<file path="config.mk">
export PLATFORM = sky130hd
export DESIGN_NAME = banked_cartridge_mapper_with_rtc_unit_flat
export DESIGN_NICKNAME = d
export VERILOG_FILES = /design/src/rtl/core/bcm_pkg.sv /design/src/rtl/core/bcm_if.sv /design/src/rtl/core/bcm_rtc.sv /design/src/rtl/core/bcm_ctrl.sv /design/src/rtl/core/banked_cartridge_mapper_with_rtc_unit.sv /design/src/flat_wrapper.sv
export SDC_FILE = /design/constraint.sdc
export NUM_CORES = 1
export LEC_CHECK = 0
export BUFFER_PORTS_ARGS = -buffer_cell sky130_fd_sc_hd__buf_2
export CAP_MARGIN = 20
export CORE_ASPECT_RATIO = 1.2
export CORE_MARGIN = 10
export CORE_UTILIZATION = 40
export DETAILED_ROUTE_END_ITERATION = 6
export GPL_TIMING_DRIVEN = 0
export PLACE_DENSITY = 0.62
export SYNTH_ARGS = -nofsm -noshare
export SYNTH_HDL_FRONTEND = slang
export SYNTH_SLANG_ARGS = --single-unit
</file>
<file path="constraint.sdc">
create_clock -name clk -period 7.8 [get_ports clk]
set_clock_uncertainty 0.15 [all_clocks]
set_input_delay 0 -clock clk [delete_from_list [all_inputs] [get_ports clk]]
set_output_delay 0 -clock clk [all_outputs]
set_load 0.01 [all_outputs]
</file>
<file path="src/rtl/core/bcm_pkg.sv">
`timescale 1ns / 1ps
// ----------------------------------------------------------------------------
// Banked cartridge mapper package
// Shared types, codes and constants for the mapper, its control registers
// and its clock-word unit.
// ----------------------------------------------------------------------------
package bcm_pkg;

	localparam int ROM_BANK_BYTES = 16384;
	localparam int RAM_BANK_BYTES = 8192;
	localparam int ROM_OFS_W      = $clog2(ROM_BANK_BYTES);
	localparam int RAM_OFS_W      = $clog2(RAM_BANK_BYTES);
	localparam int ROM_BANK_W     = 7;
	localparam int RAM_BANK_W     = 4;
	localparam int MEM_ADDR_W     = 21;
	localparam int CLOCK_W        = 28;
	localparam int NIB_COUNT      = CLOCK_W / 4;
	localparam int PTR_W          = 5;

	localparam logic [PTR_W-1:0]   PTR_LAST        = 5'd24;
	localparam logic [PTR_W-1:0]   PTR_STEP        = 5'd4;
	localparam logic [11:0]        MINUTES_PER_DAY = 12'd1440;
	localparam logic [11:0]        DAYS_PER_YEAR   = 12'd365;
	localparam logic [CLOCK_W-1:0] DAY_CARRY       = 28'h0001000 - 28'd1440;
	localparam logic [CLOCK_W-1:0] YEAR_CARRY      = 28'h1000000 - (28'd365 << 12);

	// Mode byte codes
	localparam logic [7:0] MODE_RAM_IDLE = 8'h00;
	localparam logic [7:0] MODE_RAM      = 8'h0A;
	localparam logic [7:0] MODE_CLK_CMD  = 8'h0B;
	localparam logic [7:0] MODE_LATCH    = 8'h0C;
	localparam logic [7:0] MODE_ONE      = 8'h0D;
	localparam logic [7:0] RAM_EN_MASK   = 8'h0A;

	// Clock command codes (high nibble of the data byte)
	localparam logic [3:0] CMD_NIB_READ  = 4'h1;
	localparam logic [3:0] CMD_NIB_WRITE = 4'h3;
	localparam logic [3:0] CMD_NORMALIZE = 4'h4;
	localparam logic [3:0] CMD_LATCH_ONE = 4'h6;

	// Low nibbles of a normalize command that also rewind the pointer
	localparam logic [3:0] NORM_RW_A = 4'h0;
	localparam logic [3:0] NORM_RW_B = 4'h3;
	localparam logic [3:0] NORM_RW_C = 4'h7;

	typedef enum logic [1:0] {
		TGT_NONE   = 2'd0,
		TGT_ROM_RD = 2'd1,
		TGT_RAM_RD = 2'd2,
		TGT_RAM_WR = 2'd3
	} target_t;

	typedef struct packed {
		logic        action;
		logic [15:0] address;
		logic [7:0]  write_data;
	} acc_t;

	typedef struct packed {
		target_t                 target;
		logic [MEM_ADDR_W-1:0]   mem_address;
		logic [7:0]              read_value;
	} res_t;

	typedef struct packed {
		logic       en;
		logic [7:0] data;
	} clk_cmd_t;

endpackage

</file>
<file path="src/rtl/core/bcm_if.sv">
`timescale 1ns / 1ps
// ----------------------------------------------------------------------------
// Mapper channel interfaces
// Valid/ready channels for bus access beats and result beats.
// ----------------------------------------------------------------------------
interface bcm_req_if;
	logic        valid;
	logic        ready;
	logic        action;
	logic [15:0] address;
	logic [7:0]  write_data;

	modport source (output valid, output action, output address, output write_data,
		input ready);
	modport sink (input valid, input action, input address, input write_data,
		output ready);
endinterface

interface bcm_rsp_if;
	logic        valid;
	logic        ready;
	logic [1:0]  target;
	logic [20:0] mem_address;
	logic [7:0]  read_value;

	modport source (output valid, output target, output mem_address, output read_value,
		input ready);
	modport sink (input valid, input target, input mem_address, input read_value,
		output ready);
endinterface

</file>
<file path="src/rtl/core/bcm_rtc.sv">
`timescale 1ns / 1ps
// ----------------------------------------------------------------------------
// Clock-word unit
// Holds the 28-bit clock word, nibble pointer and value latch; runs
// clock commands.
// ----------------------------------------------------------------------------
module bcm_rtc (
	input  logic              clk,
	input  logic              arst_n,
	input  bcm_pkg::clk_cmd_t cmd,
	output logic [7:0]        latch
);

	logic [bcm_pkg::CLOCK_W-1:0] clock_q, clock_d, norm1, norm2;
	logic [bcm_pkg::PTR_W-1:0]   ptr_q, ptr_d;
	logic [7:0]                  latch_q, latch_d;
	logic [2:0]                  nib;
	logic [3:0]                  op, lo;
	logic                        ptr_ok;

	assign op     = cmd.data[7:4];
	assign lo     = cmd.data[3:0];
	assign nib    = ptr_q[4:2];
	assign ptr_ok = (ptr_q <= bcm_pkg::PTR_LAST);
	assign latch  = latch_q;

	// Carry one day, then one year; year field wraps at the word width
	always_comb begin
		norm1 = clock_q;
		if (clock_q[11:0] >= bcm_pkg::MINUTES_PER_DAY) begin
			norm1 = clock_q + bcm_pkg::DAY_CARRY;
		end
		norm2 = norm1;
		if (norm1[23:12] >= bcm_pkg::DAYS_PER_YEAR) begin
			norm2 = norm1 + bcm_pkg::YEAR_CARRY;
		end
	end

	always_comb begin
		clock_d = clock_q;
		ptr_d   = ptr_q;
		latch_d = latch_q;
		if (cmd.en) begin
			case (op)
				bcm_pkg::CMD_NIB_READ: begin
					if (ptr_ok) begin
						latch_d = {4'h0, clock_q[{nib, 2'b00} +: 4]};
						ptr_d   = ptr_q + bcm_pkg::PTR_STEP;
					end
				end
				bcm_pkg::CMD_NIB_WRITE: begin
					if (ptr_ok) begin
						for (int i = 0; i < bcm_pkg::NIB_COUNT; i++) begin
							if (nib == 3'(i)) begin
								clock_d[i*4 +: 4] = lo;
							end
						end
						ptr_d = ptr_q + bcm_pkg::PTR_STEP;
					end
				end
				bcm_pkg::CMD_NORMALIZE: begin
					clock_d = norm2;
					if (lo == bcm_pkg::NORM_RW_A || lo == bcm_pkg::NORM_RW_B ||
						lo == bcm_pkg::NORM_RW_C) begin
						ptr_d = '0;
					end
				end
				bcm_pkg::CMD_LATCH_ONE: begin
					latch_d = 8'd1;
				end
				default: begin
				end
			endcase
		end
	end

	always_ff @(posedge clk or negedge arst_n) begin
		if (!arst_n) begin
			clock_q <= '0;
			ptr_q   <= '0;
			latch_q <= '0;
		end else begin
			clock_q <= clock_d;
			ptr_q   <= ptr_d;
			latch_q <= latch_d;
		end
	end

endmodule

</file>
<file path="src/rtl/core/bcm_ctrl.sv">
`timescale 1ns / 1ps
// ----------------------------------------------------------------------------
// Mapper control and address decode
// Holds bank, enable and mode registers; maps one access to its result.
// ----------------------------------------------------------------------------
module bcm_ctrl (
	input  logic              clk,
	input  logic              arst_n,
	input  bcm_pkg::acc_t     acc,
	input  logic              fire,
	input  logic [7:0]        latch,
	output bcm_pkg::res_t     res,
	output bcm_pkg::clk_cmd_t cmd
);

	logic [bcm_pkg::ROM_BANK_W-1:0] rom_bank_q;
	logic [bcm_pkg::RAM_BANK_W-1:0] ram_bank_q;
	logic                           ram_en_q;
	logic [7:0]                     mode_q;
	logic [3:0]                     region;
	logic                           ram_win;
	logic [bcm_pkg::MEM_ADDR_W-1:0] ram_addr;
	logic [bcm_pkg::ROM_BANK_W-1:0] new_rom_bank;

	assign region  = acc.address[15:12];
	assign ram_win = (region == 4'hA) || (region == 4'hB);
	assign ram_addr = bcm_pkg::MEM_ADDR_W'({ram_bank_q, acc.address[bcm_pkg::RAM_OFS_W-1:0]});
	assign new_rom_bank = (acc.write_data[6:0] == '0) ? 7'd1 : acc.write_data[6:0];

	always_comb begin
		res.target      = bcm_pkg::TGT_NONE;
		res.mem_address = '0;
		res.read_value  = '0;
		cmd.en          = 1'b0;
		cmd.data        = acc.write_data;
		if (!acc.action) begin
			res.read_value = 8'hFF;
			if (region <= 4'd3) begin
				res.target      = bcm_pkg::TGT_ROM_RD;
				res.mem_address = bcm_pkg::MEM_ADDR_W'(acc.address);
				res.read_value  = '0;
			end else if (region <= 4'd7) begin
				res.target      = bcm_pkg::TGT_ROM_RD;
				res.mem_address = {rom_bank_q, acc.address[bcm_pkg::ROM_OFS_W-1:0]};
				res.read_value  = '0;
			end else if (ram_win) begin
				if (mode_q == bcm_pkg::MODE_RAM_IDLE || mode_q == bcm_pkg::MODE_RAM) begin
					if (ram_en_q) begin
						res.target      = bcm_pkg::TGT_RAM_RD;
						res.mem_address = ram_addr;
						res.read_value  = '0;
					end
				end else if (mode_q == bcm_pkg::MODE_LATCH) begin
					res.read_value = latch;
				end else if (mode_q == bcm_pkg::MODE_ONE) begin
					res.read_value = 8'd1;
				end
			end
		end else if (ram_win) begin
			if (mode_q == bcm_pkg::MODE_CLK_CMD) begin
				cmd.en = fire;
			end else if (mode_q == bcm_pkg::MODE_RAM && ram_en_q) begin
				res.target      = bcm_pkg::TGT_RAM_WR;
				res.mem_address = ram_addr;
			end
		end
	end

	// Register writes take effect as the beat leaves for the result register
	always_ff @(posedge clk or negedge arst_n) begin
		if (!arst_n) begin
			rom_bank_q <= 7'd1;
			ram_bank_q <= '0;
			ram_en_q   <= 1'b0;
			mode_q     <= '0;
		end else if (fire && acc.action) begin
			if (region <= 4'd1) begin
				mode_q   <= acc.write_data;
				ram_en_q <= |(acc.write_data & bcm_pkg::RAM_EN_MASK);
			end else if (region <= 4'd3) begin
				rom_bank_q <= new_rom_bank;
			end else if (region <= 4'd5) begin
				ram_bank_q <= acc.write_data[bcm_pkg::RAM_BANK_W-1:0];
			end
		end
	end

endmodule

</file>
<file path="src/rtl/core/banked_cartridge_mapper_with_rtc_unit.sv">
`timescale 1ns / 1ps
// Path: an accepted access beat is registered in the input stage, then in the result register.
// Throughput: one access per cycle, sustained while the result side takes beats.
// The rate is set by the combinational decode/update between the input stage
// and the result register; all mapper state is read and written as a beat advances.
// Reset: asynchronous, active low; ROM bank to 1, all other mapper state to 0,
// both stages empty.
// ----------------------------------------------------------------------------
// Banked cartridge mapper with clock word
// Maps CPU bus accesses onto ROM/RAM banks and runs clock-word commands.
// ----------------------------------------------------------------------------
module banked_cartridge_mapper_with_rtc_unit (
	input logic       clk,
	input logic       arst_n,
	bcm_req_if.sink   req,
	bcm_rsp_if.source rsp
);

	bcm_pkg::acc_t     acc_s1;
	logic              valid_s1;
	logic              out_valid_q;
	bcm_pkg::res_t     res, res_q;
	bcm_pkg::clk_cmd_t cmd;
	logic [7:0]        latch;
	logic              advance;

	// Move the staged beat into the result register when that register is
	// free or being emptied this cycle; all state updates ride on this.
	assign advance   = valid_s1 && (!out_valid_q || rsp.ready);
	assign req.ready = !valid_s1 || advance;

	always_ff @(posedge clk or negedge arst_n) begin
		if (!arst_n) begin
			valid_s1 <= 1'b0;
		end else if (req.valid && req.ready) begin
			valid_s1 <= 1'b1;
		end else if (advance) begin
			valid_s1 <= 1'b0;
		end
	end

	// Payload of the input stage: hold until the next beat is taken
	always_ff @(posedge clk) begin
		if (req.valid && req.ready) begin
			acc_s1.action     <= req.action;
			acc_s1.address    <= req.address;
			acc_s1.write_data <= req.write_data;
		end
	end

	bcm_ctrl u_ctrl (
		.clk    (clk),
		.arst_n (arst_n),
		.acc    (acc_s1),
		.fire   (advance),
		.latch  (latch),
		.res    (res),
		.cmd    (cmd)
	);

	bcm_rtc u_rtc (
		.clk    (clk),
		.arst_n (arst_n),
		.cmd    (cmd),
		.latch  (latch)
	);

	// Result register: valid drops only once the beat is taken and nothing
	// new arrives behind it.
	always_ff @(posedge clk or negedge arst_n) begin
		if (!arst_n) begin
			out_valid_q <= 1'b0;
		end else if (advance) begin
			out_valid_q <= 1'b1;
		end else if (rsp.ready) begin
			out_valid_q <= 1'b0;
		end
	end

	always_ff @(posedge clk) begin
		if (advance) begin
			res_q <= res;
		end
	end

	assign rsp.valid       = out_valid_q;
	assign rsp.target      = res_q.target;
	assign rsp.mem_address = res_q.mem_address;
	assign rsp.read_value  = res_q.read_value;

endmodule

</file>
<file path="src/flat_wrapper.sv">
// flat-port wrapper written by rule: the top's interface ports become plain ports
module banked_cartridge_mapper_with_rtc_unit_flat 
  (clk, arst_n, req_valid, req_action, req_address, req_write_data, req_ready, rsp_valid, rsp_target, rsp_mem_address, rsp_read_value, rsp_ready);
  bcm_req_if req_i ();
  bcm_rsp_if rsp_i ();
  input logic clk;
  input logic arst_n;
  input wire logic [$bits(req_i.valid)-1:0] req_valid;
  input wire logic [$bits(req_i.action)-1:0] req_action;
  input wire logic [$bits(req_i.address)-1:0] req_address;
  input wire logic [$bits(req_i.write_data)-1:0] req_write_data;
  output wire logic [$bits(req_i.ready)-1:0] req_ready;
  output wire logic [$bits(rsp_i.valid)-1:0] rsp_valid;
  output wire logic [$bits(rsp_i.target)-1:0] rsp_target;
  output wire logic [$bits(rsp_i.mem_address)-1:0] rsp_mem_address;
  output wire logic [$bits(rsp_i.read_value)-1:0] rsp_read_value;
  input wire logic [$bits(rsp_i.ready)-1:0] rsp_ready;
  assign req_i.valid = req_valid;
  assign req_i.action = req_action;
  assign req_i.address = req_address;
  assign req_i.write_data = req_write_data;
  assign req_ready = req_i.ready;
  assign rsp_valid = rsp_i.valid;
  assign rsp_target = rsp_i.target;
  assign rsp_mem_address = rsp_i.mem_address;
  assign rsp_read_value = rsp_i.read_value;
  assign rsp_i.ready = rsp_ready;
  banked_cartridge_mapper_with_rtc_unit u_core (.clk(clk), .arst_n(arst_n), .req(req_i), .rsp(rsp_i));
endmodule
</file>
=== Word-level counts from Yosys, hierarchy flattened ===
Cells that the tools add are included.

* Register bits: 119
* Input port bits: 29
* Output and inout port bits: 33
* Word-level logic and storage cells: 135

* Add/subtract/negate cells: 3
* Order comparisons: 7
* Eq/ne operators: 29
* Shift-type cells: 1
* Muxes and demuxes: 36
* Bitwise operators: 2
* Reductions and logical operators: 36

{| class="wikitable"
|+ Operators by type and width
! cell !! count
|-
| 2-to-1 mux 31 bit || 4
|-
| 2-to-1 mux 23 bit || 5
|-
| 2-to-1 mux 28 bit || 3
|-
| one-hot mux 28 bit (2 select lines) || 1
|-
| AND reduction 4 bit || 9
|-
| equality test 8 x 4 -> 1 bit, second input constant || 4
|-
| 2-to-1 mux 8 bit || 4
|-
| adder 28 x 12 -> 28 bit, second input constant || 1
|-
| adder 28 x 24 -> 28 bit, second input constant || 1
|-
| 2-to-1 mux 4 bit || 7
|-
| variable part select 28 x 6 -> 4 bit || 1
|-
| inequality test 2 bit, second input constant || 10
|-
| one-hot mux 8 bit (2 select lines) || 1
|-
| equality test 4 x 3 -> 1 bit, second input constant || 3
|-
| greater-or-equal comparator 12 x 11 -> 1 bit, second input constant || 1
|-
| greater-or-equal comparator 12 x 9 -> 1 bit, second input constant || 1
|-
| 2-to-1 mux 5 bit || 2
|-
| one-hot mux 5 bit (2 select lines) || 1
|-
| nonzero test 2 bit || 5
|-
| equality test 3 bit, second input constant || 3
|-
| equality test 4 x 2 -> 1 bit, second input constant || 2
|-
| equality test 4 bit, second input constant || 2
|-
| <= comparator 4 x 3 -> 1 bit, second input constant || 2
|-
| logical NOT 8 bit || 1
|-
| other kinds (21) || 40
|}

=== Depth between registers and ports, before layout ===
Gate-level depths: netlist of the first run.

* Depth after elaboration: 8
* Mapped depth: 17
* Mapped depth without buffers: 15

=== By module ===
From an unflattened synthesis of the first run, not the netlist that was laid out.

* Cells, all modules: 590
* Area, all modules: 6332.3 um2

{| class="wikitable"
|+ By module, submodules not included
! module !! instances !! cells each !! area an instance (um2) !! sequential area each (um2)
|-
| bcm_rtc || 1 || 397 || 3224.3 || 875.8
|-
| banked_cartridge_mapper_with_rtc_unit || 1 || 64 || 1785.5 || 1731.7
|-
| bcm_ctrl || 1 || 129 || 1322.5 || 501.7
|}

=== Worst setup path before layout of the first run ===
Ideal clock, no wire load.

* Kind: flip-flop to flip-flop
* Start point: register u_core.u_rtc.clock_q[5] in the netlist's numbering
* End point: register u_core.u_rtc.clock_q[15] in the netlist's numbering
* Setup time: 0.136 ns
* Data arrival time: 3.604 ns
* Data required time: 7.514 ns
* Setup slack: 3.910 ns
* Cell stages (with the launch flop): 16
* Buffers on the path: 1
* Clock period less this slack: 3.890 ns
* Cells stage by stage: dfrtp_1 inv_1 ha_1 nand4b_1 nand2_1 clkbuf_1 nand3_1 xor2_1 ha_1 or2b_2 a211oi_1 o211ai_1 a221oi_1 nor3_1 o21ai_0 or3b_2

* Cells in the longest elaborated chain, start to end: 5
* Elaborated cells between the ends (all ways): 7
* Those cells by class: add/sub (2); order compare (2); mux (3)

{| class="wikitable"
|+ RTL lines
! item !! line !! text
|-
| from (decl) || bcm_rtc.sv:14 || <nowiki>logic [bcm_pkg::CLOCK_W-1:0] clock_q, clock_d, norm1, norm2;</nowiki>
|-
| from (signal assigned) || bcm_rtc.sv:83 || <nowiki>clock_q <= clock_d;</nowiki>
|-
| adder 28 x 12 -> 28 bit / greater-or-equal comparator 12 x 11 -> 1 bit (equally long branches) || bcm_rtc.sv:31, bcm_rtc.sv:30 ||
|-
| 2-to-1 mux 28 bit (*) || bcm_rtc.sv:30 || <nowiki>if (clock_q[11:0] >= bcm_pkg::MINUTES_PER_DAY) begin</nowiki>
|-
| adder 28 x 24 -> 28 bit / greater-or-equal comparator 12 x 9 -> 1 bit (equally long branches) || bcm_rtc.sv:35, bcm_rtc.sv:34 ||
|-
| 2-to-1 mux 28 bit (*) || bcm_rtc.sv:34 || <nowiki>if (norm1[23:12] >= bcm_pkg::DAYS_PER_YEAR) begin</nowiki>
|-
| one-hot mux 28 bit (2 select lines) (*) || bcm_rtc.sv:44 || <nowiki>case (op)</nowiki>
|}

Every way passes the cells marked *; elsewhere a longest branch is shown, timed or not.
A chain may end at the register's enable or synchronous reset.

=== Worst setup path after layout of the first run ===
Ends and elaborated chain as after synthesis.

==> results.yml, run 1 <==
pwr:
  ir_worst_vdd_mv: 0.106
  power_density_mw_per_mm2: 182
  leakage_nw: 2.85
worst_setup_path:
  critical_path_class: "reg -> reg"
  worst_setup_path_end_kind: "flop"
  cp_data_required_time_ns: 7.89
  r2r_start: "u_core.u_rtc.clock_q[5]"
  arrival_ns: 4.98
  crit_fanout: 10
  startpoint: "u_core.u_rtc.clock_q[5]"
  cp-start-kind: "flop"
timing:
  setup_tns_ns: 0
  timing.final.ws_setup_ns: 2.91
  rsz0062_at_grt: "false"
  setup-violations-final: 0
  finalCriticalPeriod_ns: 4.89
  relSlewSlack_pct: 36.6
  max_freq_mhz: 204
  hold_viol_final: 0
  hold-worst-slack_ns: 0.000932
  final_max_slew_viol_count: 0
  worstMarginPinSlew_ns: 0.947
  finalCritPeriodShare_pct: 62.7
global_routing:
  antenna_found_initial: 1
  grt_overflow: 0
  grt_max_degree: 39
  first_global_vias: 4807
  grt_util_all_layers_pct: 15.9
  grt_pass1_wl_um: 26100
detailed_routing:
  viasPerCell: 5.63
  wirelength_um: 16300
  post_drt_wl_per_cell_um: 18.8
  vias: 4902
  initialDrtViolationCount: 451
  drc_errors: 0
  ant_nets: 0
  drtPass1Iterations: 5
cts:
  cts_tree: "yes"
  cts_htree_levels: 3
  cts_resized: 0
  cts_buffers: 9
  path_clk_slew_ns: 0.08
  clockBufferDepth: 2
  clock-root-buffer: "clkbuf_16"
  clk_latency_ns: 0.36
  numClockSinks: 110
floorplanning:
  row_count: 48
  core_area_mm2: 0.0145
  start_util_pct: 41.0
  fp.dieW_um: 131
  die_h_um: 154
  top_level_ports: 62
  dieArea_mm2: 0.0202
synth:
  syn-instance-count: 559
  async_flop_share_pct: 51.8
  yosys_register_bits: 110
  seq_area_frac_synth_pct: 50.6
  synth_top_flop_cell: "dfrtp_1"
  synth_cell_types: 79
  syn_nets: 596
  synth_top_area_cell: "edfxtp_1"
  synth_edf_count: 53
  synth_area_mm2: 0.00597
  yosys_warnings: 0
  avgSynthCellArea_um2: 10.7
  synth.top_cell.area_share_pct: 26.7
  netlist_top_cells_area: "edfxtp_1 (27%), dfrtp_1 (23%), mux2_2 (4.0%)"
hold_path:
  hold_class: "in -> async"
placement:
  routabilityCongestion: 0.948
  post-place-cells: 822
  place_ws_ns: 2.97
  dp.final_hpwl_um: 11700
  numPortBuffers: 61
flow_run:
  cap_violations: 0
run_status:
  status: "completed"
layout:
  area_growth_pct: 20.3
  fin_cells: 870
  nFillCells: 1395
  final_core_util_pct: 49.4
  drive_above_1_share_pct: 20.8
  layout.nets: 701
metal layers:
| layer | vias to the layer above | part of all wire, % | global-route usage (%) |
|---|---|---|---|
| met2 | 140 | 52 | 28.5 |
| li1 | 2301 | - | - |
| met4 | 0 | 2.5 | 6.10 |
| met5 | - | 0 | 0 |
| met3 | 30 | 4.3 | 2.48 |
| met1 | 2431 | 41 | 18.8 |
final timing paths:
path	endpoint	cells past startpoint	slack (ns)
max	u_core.u_rtc.clock_q[15]	15	2.91
min	u_core.valid_s1	2	0.0009
max reg2reg	u_core.u_rtc.clock_q[15]	15	2.91
min reg2reg	u_core.u_rtc.clock_q[3]	1	0.36
max in group asynchronous	u_core.u_ctrl.rom_bank_q[0]	3	6.84
min in group clk	u_core.acc_s1[8]	2	0.21
cell usage in the layout (no fill, tap or decap), drive strengths merged, types with 18 or more instances in the layout:
| cell | instances |
|---|---|
| a21oi | 34 |
| buf | 75 |
| clkbuf | 35 |
| dfrtp | 56 |
| dlygate4sd3 | 29 |
| edfxtp | 53 |
| inv | 18 |
| mux2 | 21 |
| nand2 | 49 |
| nor2 | 42 |
| o21ai | 38 |
synth_stat cells, types with 4 or more instances:
master      n
a211oi_1    6
a21o_1      5
a21oi_1    33
a2bb2oi_1   4
a31oi_1     5
and3_1      7
buf_2       5
buf_4       4
clkbuf_1   21
clkbuf_8    5
dfrtp_1    56
edfxtp_1   53
ha_1        8
inv_1      15
mux2_2     21
mux2i_1     8
nand2_1    49
nand2b_1    6
nand3_1    15
nor2_1     41
nor2b_1    17
nor3_1     17
nor4_1      5
o211ai_1   10
o21a_1      4
o21ai_0    37
o221ai_1    5
o22a_1      4
o22ai_1     7
o31ai_1     5
xnor2_1     7
power breakdown:
part	leakage (nW)	internal [mW]	switching (mW)
Clock	0.145	0.225	0.230
Sequential	1.25	0.666	0.0276
Combinational	1.45	0.0717	0.0834
Total	2.85	0.962	0.341
critical path, cell delays in order (launching register included):
cell and delay (ns):
dfrtp_1 0.51, inv_1 0.10, ha_1 0.28, nand4b_1 0.26
nand2_1 0.13, clkbuf_1 0.45, nand3_1 0.17, xor2_1 0.28
ha_1 0.33, or2b_2 0.34, a211oi_1 0.48, o211ai_1 0.23
a221oi_1 0.34, nor3_1 0.12, o21ai_0 0.16, or3b_2 0.45
per-stage QoR:
stage | area (µm²) | power (mW)
after floorplan | 5970 | 0.786
after global placement | 6520 | 0.836
after detailed placement | 6560 | 0.846
after CTS | 7140 | 1.31
after global routing | 7170 | 1.36
final | 7170 | 1.30
kinds of logic (layout without fill, tap and decap cells):
logic type	after synthesis	count (layout)	synth area share, %
fa+ha+maj	8	8	1.68
xor+xnor	9	9	1.32
simple gates	186	186	16.1
buf+inv	51	161	4.40
other cells	0	1	0
flops	110	110	50.6
mux	33	33	6.88
compound gates	162	162	19.0
area by class of cell:
class	instances	area [µm²]	area share, %
clock inverters	7	67.6	0.942
plain buffers	36	206	2.88
well taps	200	250	3.49
repair buffers	94	663	9.24
clock buffers	9	225	3.14
diodes	1	2.50	0.0349
flip-flops and latches	110	3020	42.1
multi-input cells	398	2680	37.4
inverters	15	56.3	0.785
flip-flops by register name (all words and copies together), names as in the netlist:
register	count
u_core.acc_s1	25
u_core.rsp.mem_address	21
u_core.rsp.read_value	5
u_core.rsp.target	2
u_core.rsp.valid	1
u_core.u_ctrl.mode_q	8
u_core.u_ctrl.ram_bank_q	4
u_core.u_ctrl.ram_en_q	1
u_core.u_ctrl.rom_bank_q	7
u_core.u_rtc.clock_q	28
u_core.u_rtc.latch	4
u_core.u_rtc.ptr_q	3
u_core.valid_s1	1
timing repair:
action	CTS	global route
buffers inserted	0	0
hold buffers	29	0
endpoints found under the hold margin	83	0
setup endpoints to repair	0	0
Note: power is estimated with default switching activity, not from simulation.
==> run 2, diff against run 1 <==
Settings changed: PLACE_DENSITY 0.62 to 0.64.
Clock period 7.8 ns to 4 ns, I/O delays scaled along.
==> run 2 against run 1 <==
  * First-iteration DRC count is 9.1% lower
  * Largest power group unchanged
  * Worst setup slack got worse by 2.8 ns
  * Critical path type unchanged
  * Sequential power up 95%
  * Hold slack better by 0.050 ns
  * Highest routed layer unchanged
  * Critical endpoint is now u_core.u_rtc.clock_q[18]
  * Non-clock buffer count grew 8
  * Clock-buffer cell count stayed put
==> results.yml, run 2 (synthesis results as in run 1) <==
run_status:
  status: "completed"
timing:
  hold_viol_final: 0
  finalCriticalPeriod_ns: 3.92
  relSlewSlack_pct: 26.1
  final_max_slew_viol_count: 0
  max_freq_mhz: 255
  setup-violations-final: 0
  finalCritPeriodShare_pct: 98.0
  timing.final.ws_setup_ns: 0.0797
  worstMarginPinSlew_ns: 1.11
placement:
  place_ws_ns: -0.693
  routabilityCongestion: 0.919
  dp.final_hpwl_um: 11700
  placed_area_mm2: 0.00657
  numPortBuffers: 61
detailed_routing:
  initialDrtViolationCount: 410
  ant_nets: 0
  post_drt_wl_per_cell_um: 18.9
  drtPass1Iterations: 5
  vias: 4905
  viasPerCell: 5.59
  drc_errors: 0
  wirelength_um: 16600
layout:
  antennaDiodeCount: 0
  drive_above_1_share_pct: 24.7
  final_area_mm2: 0.00737
  largest-register: "u_core.u_rtc.clock_q"
  largest_register_ff_count: 28
  most-common-layout-cells: "buf_2 (65), edfxtp_1 (53), dfrtp_1 (53)"
  nFillCells: 1340
  area_growth_pct: 23.5
  layout.nets: 709
  mostFrequentLayoutCell: "buf_2"
floorplanning:
  top_level_ports: 62
  core_area_mm2: 0.0145
  fp.dieW_um: 131
  die_h_um: 154
  row_count: 48
  dieArea_mm2: 0.0202
  start_util_pct: 41.0
pwr:
  p_sw_share_pct: 25.9
  p_seq_share_pct: 53.5
  power_switching_uw: 654
  leakage_nw: 2.91
  combinationalPowerShare_pct: 12.2
  pwr-share-clk_pct: 34.3
  ir_worst_vdd_mv: 0.193
  power_density_mw_per_mm2: 343
  p_int_mw: 1.87
cts:
  path_clk_slew_ns: 0.08
  cts_htree_levels: 3
  clockBufferDepth: 2
  cts_tree: "yes"
  clk_latency_ns: 0.36
  numClockSinks: 110
  clock-root-buffer: "clkbuf_16"
  cts_buffers: 9
global_routing:
  grt_overflow: 0
  grt_util_all_layers_pct: 16.0
  grt_pass1_wl_um: 26500
  first_global_vias: 4916
  antenna_found_initial: 0
  grt_max_degree: 33
worst_setup_path:
  cp-start-kind: "flop"
  r2r_slack_ns: 0.08
  worst_setup_path_end_kind: "flop"
  cp_data_required_time_ns: 4.08
  arrival_ns: 4.00
  critical_path_class: "reg -> reg"
  crit_fanout: 10
hold_path:
  hold_class: "in -> async"
flow_run:
  cap_violations: 0
run 2: cell types whose count changed in the layout (fill, tap and decap cells not counted), sizes merged:
| cell | delta |
|---|---|
| clkinv | +1 |
| diode | -1 |
| buf | +9 |
| clkbuf | -1 |
| inv | -1 |
run 2: worst max-delay path: stages, from the launching register on:
cell and delay [ns]:
dfrtp_1 0.51, o211ai_4 0.18, a21oi_1 0.43, nand3_1 0.20, xor2_2 0.28, ha_1 0.20
or2b_2 0.15, o211ai_1 0.11, a211o_1 0.35, o211ai_1 0.36, a21oi_2 0.13, buf_4 0.22
o22ai_2 0.19, mux2i_1 0.20, o211ai_1 0.11
run 2: what timing repair did:
action	CTS	global route
buffers inserted	2	8
endpoints found under the setup margin	14	12
pin swaps	2	5
hold buffers	29	0
hold endpoints to repair	84	0
gates resized for setup	11	16
run 2: area by class of cell:
| type | instances | area (µm²) | share of cell area [%] |
|---|---|---|---|
| plain buffers | 35 | 215 | 2.92 |
| clock inverters | 7 | 60.1 | 0.815 |
| well taps | 200 | 250 | 3.40 |
| repair buffers | 103 | 746 | 10.1 |
| flip-flops and latches | 110 | 3020 | 41.0 |
| multi-input cells | 398 | 2790 | 37.9 |
| inverters | 15 | 56.3 | 0.764 |
| clock buffers | 9 | 225 | 3.06 |
run 2: worst paths after layout:
check | startpoint | end | cells after the start
worst min register to register | u_core.u_rtc.latch[2] | u_core.u_rtc.latch[2] | 2
worst max register to register | u_core.u_rtc.clock_q[7] | u_core.u_rtc.clock_q[18] | 14
min in group clk | req_address[1] | u_core.acc_s1[9] | 2
max in group asynchronous | arst_n | u_core.u_rtc.clock_q[9] | 3
worst min-delay path | arst_n | u_core.valid_s1 | 2
worst max-delay path | u_core.u_rtc.clock_q[7] | u_core.u_rtc.clock_q[18] | 14
run 2: per-stage QoR:
stage / total power [mW] / utilization, % / setup TNS, ns / hold slack, ns / std cells
after floorplan: 1.53 / - / 0 / -0.446 / 559
after global placement: 1.63 / 44.9 / -7.18 / 0.0288 / 820
after detailed placement: 1.66 / 45.2 / -6.63 / -0.0892 / 822
after CTS: 2.55 / 49.6 / 0 / 0.0599 / 869
after global routing: 2.63 / 50.7 / -0.00625 / 0.114 / 877
final: 2.53 / 50.7 / 0 / 0.0512 / 877
run 2: power groups by stage:
| stage | Clock [mW] | Combinational, mW | Sequential, mW |
|---|---|---|---|
| 2_1_floorplan | 0 | 0.162 | 1.37 |
| 3_3_place_gp | 0 | 0.259 | 1.37 |
| 3_5_place_dp | 0 | 0.280 | 1.38 |
| 4_1_cts | 0.894 | 0.305 | 1.35 |
| 5_1_grt | 0.929 | 0.338 | 1.36 |
| 6_report | 0.866 | 0.308 | 1.35 |
run 2: routing by layer:
layer	wire length (µm)	GRT usage [%]	share of wire, %	vias up
li1	-	-	-	2309
met1	6860	18.9	41	2422
met2	8510	28.0	51	141
met3	706	3.00	4.3	33
met4	480	6.74	2.9	0
met5	0	0	0	-
==> run 3, diff against run 2 <==
Settings changed: ABC_AREA set to 1, CORE_UTILIZATION 40 to 39, PLACE_DENSITY 0.64 to 0.63.
==> run 3 against run 2 <==
  * Synthesized cell count rose by 41%
  * Final cell count rose by 26%
  * Sequential power rose by 5%
  * Design area rose by 1.9%
  * Sequential share of layout area fell by 0.80 points
  * Clock power rose by 0.9%
  * Core utilization fell by 2.9 points
  * Hold slack improved by 0.023 ns
  * Clock-buffer cell count rose by 1
  * Combinational power rose by 23%
  * Largest power group unchanged
==> results.yml, run 3 <==
worst_setup_path:
  r2r_start: "u_core.u_rtc.ptr_q[2]"
  cp_data_required_time_ns: 4.09
  r2r_slack_ns: 1.09
  arrival_ns: 3.00
  cp-start-kind: "flop"
  critical_path_class: "reg -> reg"
  reg2reg_depth: 13
  crit_fanout: 11
  worst_setup_path_end_kind: "flop"
  timing.rr.end: "u_core.u_rtc.clock_q[13]"
pwr:
  power_density_mw_per_mm2: 356
  ir_worst_vdd_mv: 0.194
  power_mw: 2.68
  leakage_nw: 3.42
timing:
  worstMarginPinSlew_ns: 0.955
  setup-violations-final: 0
  finalCritPeriodShare_pct: 72.7
  setup_tns_ns: 0
  max_freq_mhz: 344
  relSlewSlack_pct: 35.7
  final_max_slew_viol_count: 0
  rsz0062_at_grt: "false"
  hold_viol_final: 0
  finalCriticalPeriod_ns: 2.91
floorplanning:
  dieArea_mm2: 0.0216
  row_count: 50
  fp.dieW_um: 136
  start_util_pct: 40.0
  die_h_um: 159
  top_level_ports: 62
  core_area_mm2: 0.0157
synth:
  synth_top_flop_cell: "dfrtp_1"
  async_flop_share_pct: 51.8
  yosys_warnings: 0
  synth.most_common_cell: "nand2_1"
  yosys_register_bits: 110
  syn_nets: 827
  synth_edf_count: 53
  netlist_top_cells_area: "edfxtp_1 (25%), dfrtp_1 (22%), nand2_1 (9.9%)"
  syn-instance-count: 790
  synth_top_area_cell: "edfxtp_1"
  synth_cell_types: 45
  synth_area_mm2: 0.00628
  seq_area_frac_synth_pct: 48.1
  avgSynthCellArea_um2: 7.94
  yosys-top-cells-count: "nand2_1 (166), inv_1 (121), nor2_1 (97), nand3_1 (71), o21ai_0 (62)"
  synth.top_cell.area_share_pct: 25.4
flow_run:
  cap_violations: 0
placement:
  routabilityCongestion: 0.916
  dp.final_hpwl_um: 12100
  numPortBuffers: 61
  post-place-cells: 1060
cts:
  path_clk_slew_ns: 0.08
  cts_htree_levels: 3
  clk_latency_ns: 0.36
  clockBufferDepth: 2
  cts_tree: "yes"
  cts_resized: 0
  clock-root-buffer: "clkbuf_16"
  cts_buffers: 9
  numClockSinks: 110
layout:
  drive_above_1_share_pct: 14.8
  largest-register: "u_core.u_rtc.clock_q"
  mostFrequentLayoutCell: "nand2_1"
  antennaDiodeCount: 0
  most-common-layout-cells: "nand2_1 (166), inv_1 (121), nor2_1 (97)"
  area_growth_pct: 19.6
  fin_cells: 1108
  nFillCells: 1534
  layout.nets: 932
  largest_register_ff_count: 28
global_routing:
  grt_util_all_layers_pct: 15.1
  first_global_vias: 5153
  grt_max_degree: 31
  grt_pass1_wl_um: 26200
  antenna_found_initial: 0
  grt_overflow: 0
detailed_routing:
  wirelength_um: 16100
  drc_errors: 0
  drtPass1Iterations: 5
  viasPerCell: 4.84
  ant_nets: 0
  post_drt_wl_per_cell_um: 14.5
  vias: 5368
  initialDrtViolationCount: 453
hold_path:
  hold_class: "in -> async"
run_status:
  status: "completed"
## run 3: worst max path at each step
stage,from,depth (start not counted),end,slack [ns]
final,u_core.u_rtc.ptr_q[2],13,u_core.u_rtc.clock_q[13],1.09
after global routing,u_core.u_rtc.clock_q[5],18,u_core.u_rtc.clock_q[12],0.76
after CTS,u_core.u_rtc.clock_q[5],19,u_core.u_rtc.clock_q[12],1.11
after detailed placement,u_core.u_rtc.ptr_q[2],13,u_core.u_rtc.clock_q[14],1.13
after global placement,u_core.u_rtc.ptr_q[2],13,u_core.u_rtc.clock_q[13],1.15
after floorplan,u_core.u_rtc.clock_q[5],19,u_core.u_rtc.clock_q[20],1.59
## run 3: final cells by class
cell class / count / area (µm²) / area share (%)
plain buffers: 19 / 133 / 1.77
clock buffers: 10 / 229 / 3.05
clock inverters: 6 / 61.3 / 0.817
inverters: 127 / 477 / 6.35
multi-input cells: 534 / 2650 / 35.3
flip-flops and latches: 110 / 3020 / 40.2
well taps: 208 / 260 / 3.47
repair buffers: 94 / 681 / 9.07
## run 3: where the power goes
part           switching, mW  internal (mW)  leakage, nW
logic                  0.231          0.149         2.08
registers             0.0708           1.35         1.20
clock network          0.435          0.440        0.139
## run 3: cells by family after synthesis
| group | share of synthesized area [%] |
|---|---|
| XOR/XNOR | 0.837 |
| adder cells (fa/ha/maj) | 1.59 |
| buffers and inverters | 9.71 |
| multiplexers | 0.179 |
| AO/OA/AOI/OAI | 11.3 |
| AND/OR/NAND/NOR | 28.2 |
| flip-flops | 48.1 |
## run 3: timing repair
| action | 4_1_cts | 5_1_grt |
|---|---|---|
| hold buffers | 30 | 0 |
| buffers inserted | 0 | 0 |
| endpoints found under the hold margin | 54 | 0 |
## run 3: worst max-delay path: stages, from the launching register on
cell and delay, ns:
dfrtp_1 0.43, inv_1 0.15, clkbuf_1 0.26, ha_1 0.30, nor3_1 0.33, nand2_1 0.11
o21ai_0 0.09, inv_1 0.05, nand2_1 0.13, inv_1 0.05, o21ai_0 0.35, inv_1 0.17
nor2_1 0.16, a21oi_2 0.04
## run 3: metal layers
layer | vias up | share of wire (%) | track usage, % | routed length (µm)
li1 | 2802 | - | - | -
met1 | 2440 | 44 | 18.3 | 7010
met2 | 104 | 50 | 25.7 | 8010
met3 | 22 | 4.2 | 2.71 | 678
met4 | 0 | 2.2 | 5.59 | 357
met5 | - | 0 | 0 | 0
## run 3: metrics by stage
stage / area, µm² / setup slack (ns) / utilization (%) / hold slack, ns
floorplan: 6280 / 1.59 / - / -0.446
detailed placement: 6860 / 1.13 / 43.7 / -0.0646
CTS: 7450 / 1.11 / 47.5 / 0.0905
global placement: 6840 / 1.15 / 43.6 / 0.0274
global route: 7510 / 0.759 / 47.8 / 0.149
finish: 7510 / 1.09 / 47.8 / 0.0740
